**src/sv/rbs_pkg.sv**
```systemverilog
// Package for the ray/box slab intersection block.
// Holds the coordinate type, the request and response word structs and the
// pipeline latency of the divider lane. No dependencies.
package rbs_pkg;

   localparam int CoordWidth = 32;

   typedef logic signed [CoordWidth-1:0] coord_type;

   typedef struct packed {
      coord_type origin_x;
      coord_type origin_y;
      coord_type origin_z;
      coord_type dir_x;
      coord_type dir_y;
      coord_type dir_z;
      coord_type box_min_x;
      coord_type box_min_y;
      coord_type box_min_z;
      coord_type box_max_x;
      coord_type box_max_y;
      coord_type box_max_z;
   } ray_box_req_type;

   typedef struct packed {
      logic      hit;
      coord_type t_near;
      coord_type t_far;
      coord_type near_x;
      coord_type near_y;
      coord_type near_z;
      coord_type far_x;
      coord_type far_y;
      coord_type far_z;
   } ray_box_rsp_type;

   // Input register, one stage per quotient bit, output register.
   function automatic int div_latency(input int w, input int f);
      return w + f + 3;
   endfunction

endpackage

```
**src/sv/rbs_point.sv**
```systemverilog
// Point lane: origin + dir * t with truncation and saturation, two stages.
// Depends on rbs_pkg.
module rbs_point
   import rbs_pkg::*;
#(
   parameter int W = 32,
   parameter int F = 16
) (
   input  logic                clock,
   input  logic                en,
   input  logic signed [W-1:0] o,
   input  logic signed [W-1:0] d,
   input  logic signed [W-1:0] t,
   output logic signed [W-1:0] p
);

   localparam logic [2*W-1:0] LIM = (2*W)'(1) << (W+1);
   localparam logic signed [W+2:0] VMAX = (W+3)'({1'b0, {(W-1){1'b1}}});
   localparam logic signed [W+2:0] VMIN = -VMAX - (W+3)'(1);

   logic [W-1:0]        dm;
   logic [W-1:0]        tm;
   logic [2*W-1:0]      prod_ff;
   logic                neg_ff;
   logic signed [W-1:0] o_ff;

   assign dm = d[W-1] ? $unsigned(-d) : $unsigned(d);
   assign tm = t[W-1] ? $unsigned(-t) : $unsigned(t);

   always_ff @(posedge clock) begin
      if (en) begin
         prod_ff <= dm * tm;
         neg_ff  <= d[W-1] ^ t[W-1];
         o_ff    <= o;
      end
   end

   logic [2*W-1:0]      sh;
   logic [2*W-1:0]      clamped;
   logic signed [W+2:0] pos;
   logic signed [W+2:0] pv;
   logic signed [W+2:0] sum;
   logic signed [W-1:0] p_ff;

   assign sh      = prod_ff >> F;
   assign clamped = (sh > LIM) ? LIM : sh;
   assign pos     = $signed({1'b0, clamped[W+1:0]});
   assign pv      = neg_ff ? -pos : pos;
   assign sum     = {{3{o_ff[W-1]}}, o_ff} + pv;

   always_ff @(posedge clock) begin
      if (en) begin
         if (sum > VMAX) begin
            p_ff <= VMAX[W-1:0];
         end else if (sum < VMIN) begin
            p_ff <= VMIN[W-1:0];
         end else begin
            p_ff <= sum[W-1:0];
         end
      end
   end

   assign p = p_ff;

endmodule

```
**config.mk**
```make
export PLATFORM = sky130hd
export DESIGN_NAME = rbs_point
export DESIGN_NICKNAME = d
export VERILOG_FILES = /design/src/sv/rbs_pkg.sv /design/src/sv/rbs_point.sv
export SDC_FILE = /design/constraint.sdc
export NUM_CORES = 2
export LEC_CHECK = 0
export ABC_AREA = 1
export BUFFER_PORTS_ARGS = -buffer_cell sky130_fd_sc_hd__buf_2
export CAP_MARGIN = 10
export CORE_MARGIN = 4
export CORE_UTILIZATION = 65
export DETAILED_ROUTE_END_ITERATION = 8
export GPL_TIMING_DRIVEN = 1
export PLACE_DENSITY = 0.84
export SKIP_CTS_REPAIR_TIMING = 1
export SLEW_MARGIN = 5
export SYNTH_ARGS = -nofsm -noshare
export SYNTH_HDL_FRONTEND = slang
export SYNTH_SLANG_ARGS = --single-unit
```
**constraint.sdc**
```tcl
create_clock -name clock -period 20.2 [get_ports clock]
set_clock_uncertainty 0.15 [all_clocks]
set_input_delay 4.04 -clock clock [delete_from_list [all_inputs] [get_ports clock]]
set_output_delay 4.04 -clock clock [all_outputs]
set_load 0.05 [all_outputs]
```
==> Flow_metrics.wiki <==
{| class="wikitable"
! Metric !! Value
|-
| Status || finished, violations left
|-
| Violations in the final reports || DRC
|-
| Hold Path Class || flip-flop to flip-flop
|-
| Detailed-route wire length per cell || 22.26 um
|-
| Kind of start point of the critical path || input pin
|-
| Area share of the leading cell type in the synthesized netlist || 43.25%
|-
| Remaining antenna violation count after routing || 0
|-
| Total negative slack for setup checks || 0 ns
|-
| Width of the die || 260.6 um
|-
| IO buf count || 129
|-
| Number of instances in the placed design || 6024
|-
| Half-perimeter wire length after detailed placement || 110100 um
|-
| Vias post-DR || 35.55k
|-
| Fraction of layout cells with a size suffix above 1 || 5.701%
|-
| Final count of hold timing violations || 0
|-
| Most repeated library cell on the critical path || sky130_fd_sc_hd__fa_1
|-
| Total global-route track usage || 40.53%
|-
| Height of the die || 260.6 um
|-
| Number of cells on the critical path || 29
|-
| Post-Syn Area per Cell || 8.022 sq um
|-
| Predominant post-synthesis flop cell || sky130_fd_sc_hd__edfxtp_1
|-
| Drt pass-1 iters || 9
|-
| Clock latency on the worst-skew pair || 0.43 ns
|-
| CTS Root Cell || sky130_fd_sc_hd__clkbuf_16
|-
| Floorplan Core Area || 63080 sq um
|-
| Share of the cycle needed by the critical path after routing || 69.51%
|-
| Row Count || 92
|-
| Synthesis-stage register bit count || 113
|-
| CTS tree || built
|-
| Number of flops mapped to enable cells by yosys || 113
|-
| Final Instance Count excl. Fillers || 6060
|-
| Top Ports || 130
|-
| Setup repair after global routing missed its margin || false
|-
| Max FO, Critical Path || 23
|-
| Fraction of registers with async set or reset after synthesis || 0%
|-
| Library cell contributing the largest single delay on the critical path || sky130_fd_sc_hd__inv_1
|-
| Worst-case register-to-register setup slack || 13.75 ns
|-
| Die footprint || 67920 sq um
|-
| Total cell area at the placement stage || 42880 sq um
|-
| Number of sinks handled by clock tree synthesis || 113
|-
| Worst setup path class || input pin to flip-flop
|-
| Total setup violations reported at the end of the flow || 0
|-
| Fmax || 0.07122 GHz
|-
| Worst slew margin relative to its limit || 18.21%
|-
| DRC violations left || 2
|-
| Synth unique cells || 54
|-
| CTS max path bufs || 2
|-
| Max Cap Viol || 0
|-
| Crit end category || flip-flop
|-
| Filler cell count || 5249
|-
| Cell type with the largest total area after synthesis || sky130_fd_sc_hd__fa_1
|-
| Highest-count cells in the layout ignoring fill and taps || 1238 x sky130_fd_sc_hd__inv_1, 1041 x sky130_fd_sc_hd__nand2_1, 896 x sky130_fd_sc_hd__fa_1
|-
| Worst-Margin Slew || 1.223 ns
|-
| Total CTS buffers || 17
|-
| Area added between synthesis and finish || 4.905%
|-
| Max-slew violation count || 0
|-
| Wire length of the first global-routing pass || 206300 um
|-
| Hold path depth || 3
|-
| Clock-pin slew on the worst setup and hold paths || 0.06 ns
|-
| Data arrival at the endpoint of the critical path || 14.05 ns
|-
| GP Congestion || 1.031
|-
| H-tree lvl count || 4
|-
| Count of buffering cells on the critical path with inverters included || 7
|-
| Maximum number of pins on one net before global-route repair || 65
|-
| Min Clock Period, post-route || 14.04 ns
|-
| Data required, critical path || 20.21 ns
|-
| Final cell utilization of the core || 68.98%
|-
| Post-route cell area || 43510 sq um
|-
| Stage delay of the slowest cell on the critical path || 0.66 ns
|-
| Yosys Warn Count || 0
|-
| Most common cell after layout, fill and taps aside || sky130_fd_sc_hd__inv_1
|-
| Drt first-iter violations || 3891
|-
| Number of global-route vias before repair || 36.45k
|-
| Synthesized net count || 6461
|-
| Netlist area before placement || 41480 sq um
|-
| Total Nets Final || 6488
|-
| Leading cell types by total area after synthesis || sky130_fd_sc_hd__fa_1 43%, sky130_fd_sc_hd__inv_1 11%, sky130_fd_sc_hd__nand2_1 9.4%
|-
| Count of mapped cells out of synthesis || 5170
|-
| Part of the Yosys area used for sequential elements || 8.181%
|-
| Family with the most delay on the worst path || adder cells
|-
| Total gr overflow || 0
|-
| Worst Reg2Reg Path Length in Cells || 25
|-
| Total routed wirelength || 134900 um
|-
| Average via count per standard cell || 5.866
|-
| Initial antenna violation count || 3
|-
| Initial core utilization || 65.75%
|}
==> path summary, 6_finish.rpt <==
| path | start | end |
|---|---|---|
| setup / recovery | t[31] | prod_ff[62] |
| hold reg to reg | o_ff[0] | p[0] |
| hold / removal | o_ff[0] | p[0] |
| setup reg to reg | prod_ff[61] | p[7] |
==> registers in the layout (all words and copies together), names as in the netlist <==
name,cells
neg_ff,1
o_ff,32
p,32
prod_ff,48
==> cell families after synthesis <==
group,count (synthesis),synth area share (%)
adders and majority gates,1193,52.21
AOI/OAI and AO/OA,365,4.932
and+or+nand+nor,1927,18.63
buffers and inverters,1444,13.35
xor gates and xnor gates,128,2.703
DFF,113,8.181
==> Yosys cell counts, drive strengths merged (20+ instances only) <==
master,count
fa,896
nor2,685
nand3,89
a31oi,23
ha,297
nand2,1050
edfxtp,113
buf,66
a21oi,170
inv,1246
clkbuf,115
xor2,87
nand4,20
xnor2,41
or2,23
nor3,31
o21ai,106
==> cell type report <==
cell class	instances	area, sq um	share of cell area [%]
clock inverters	15	196.4	0.4515
clock buffers	17	425.4	0.9777
well taps	846	1059	2.433
diodes	4	10.01	0.02301
flip-flops and latches	113	3393	7.799
multi-input cells	3613	32590	74.89
repair buffers	189	1099	2.525
inverters	1263	4742	10.90
==> routing by layer <==
layer  GRT usage (%)  routed length (um)
met1           50.81               46770
met2           62.10               59540
met3           12.40               17310
met4           24.71               11280
met5               0                  11
==> through the flow <==
stage	setup WS, ns	hold slack, ns
final	6.159	0.5565
after global routing	5.984	0.5867
after CTS	6.538	0.5631
after detailed placement	6.111	0.5439
after global placement	6.086	0.4906
after floorplan	7.795	0.4616
==> worst reg2reg max path: cells and delay by family (launching register included) <==
family	cells	cell delay (ns)
AND/OR/NAND/NOR	18	3.91
flip-flops	1	0.41
XOR/XNOR	1	0.33
buffers and inverters	2	0.47
AO/OA/AOI/OAI	2	0.34
adder cells (fa/ha/maj)	2	0.54
Power is left out: the tool's default activity adds up to more than one toggle a clock period on the data nets, which glitch-free logic cannot reach.
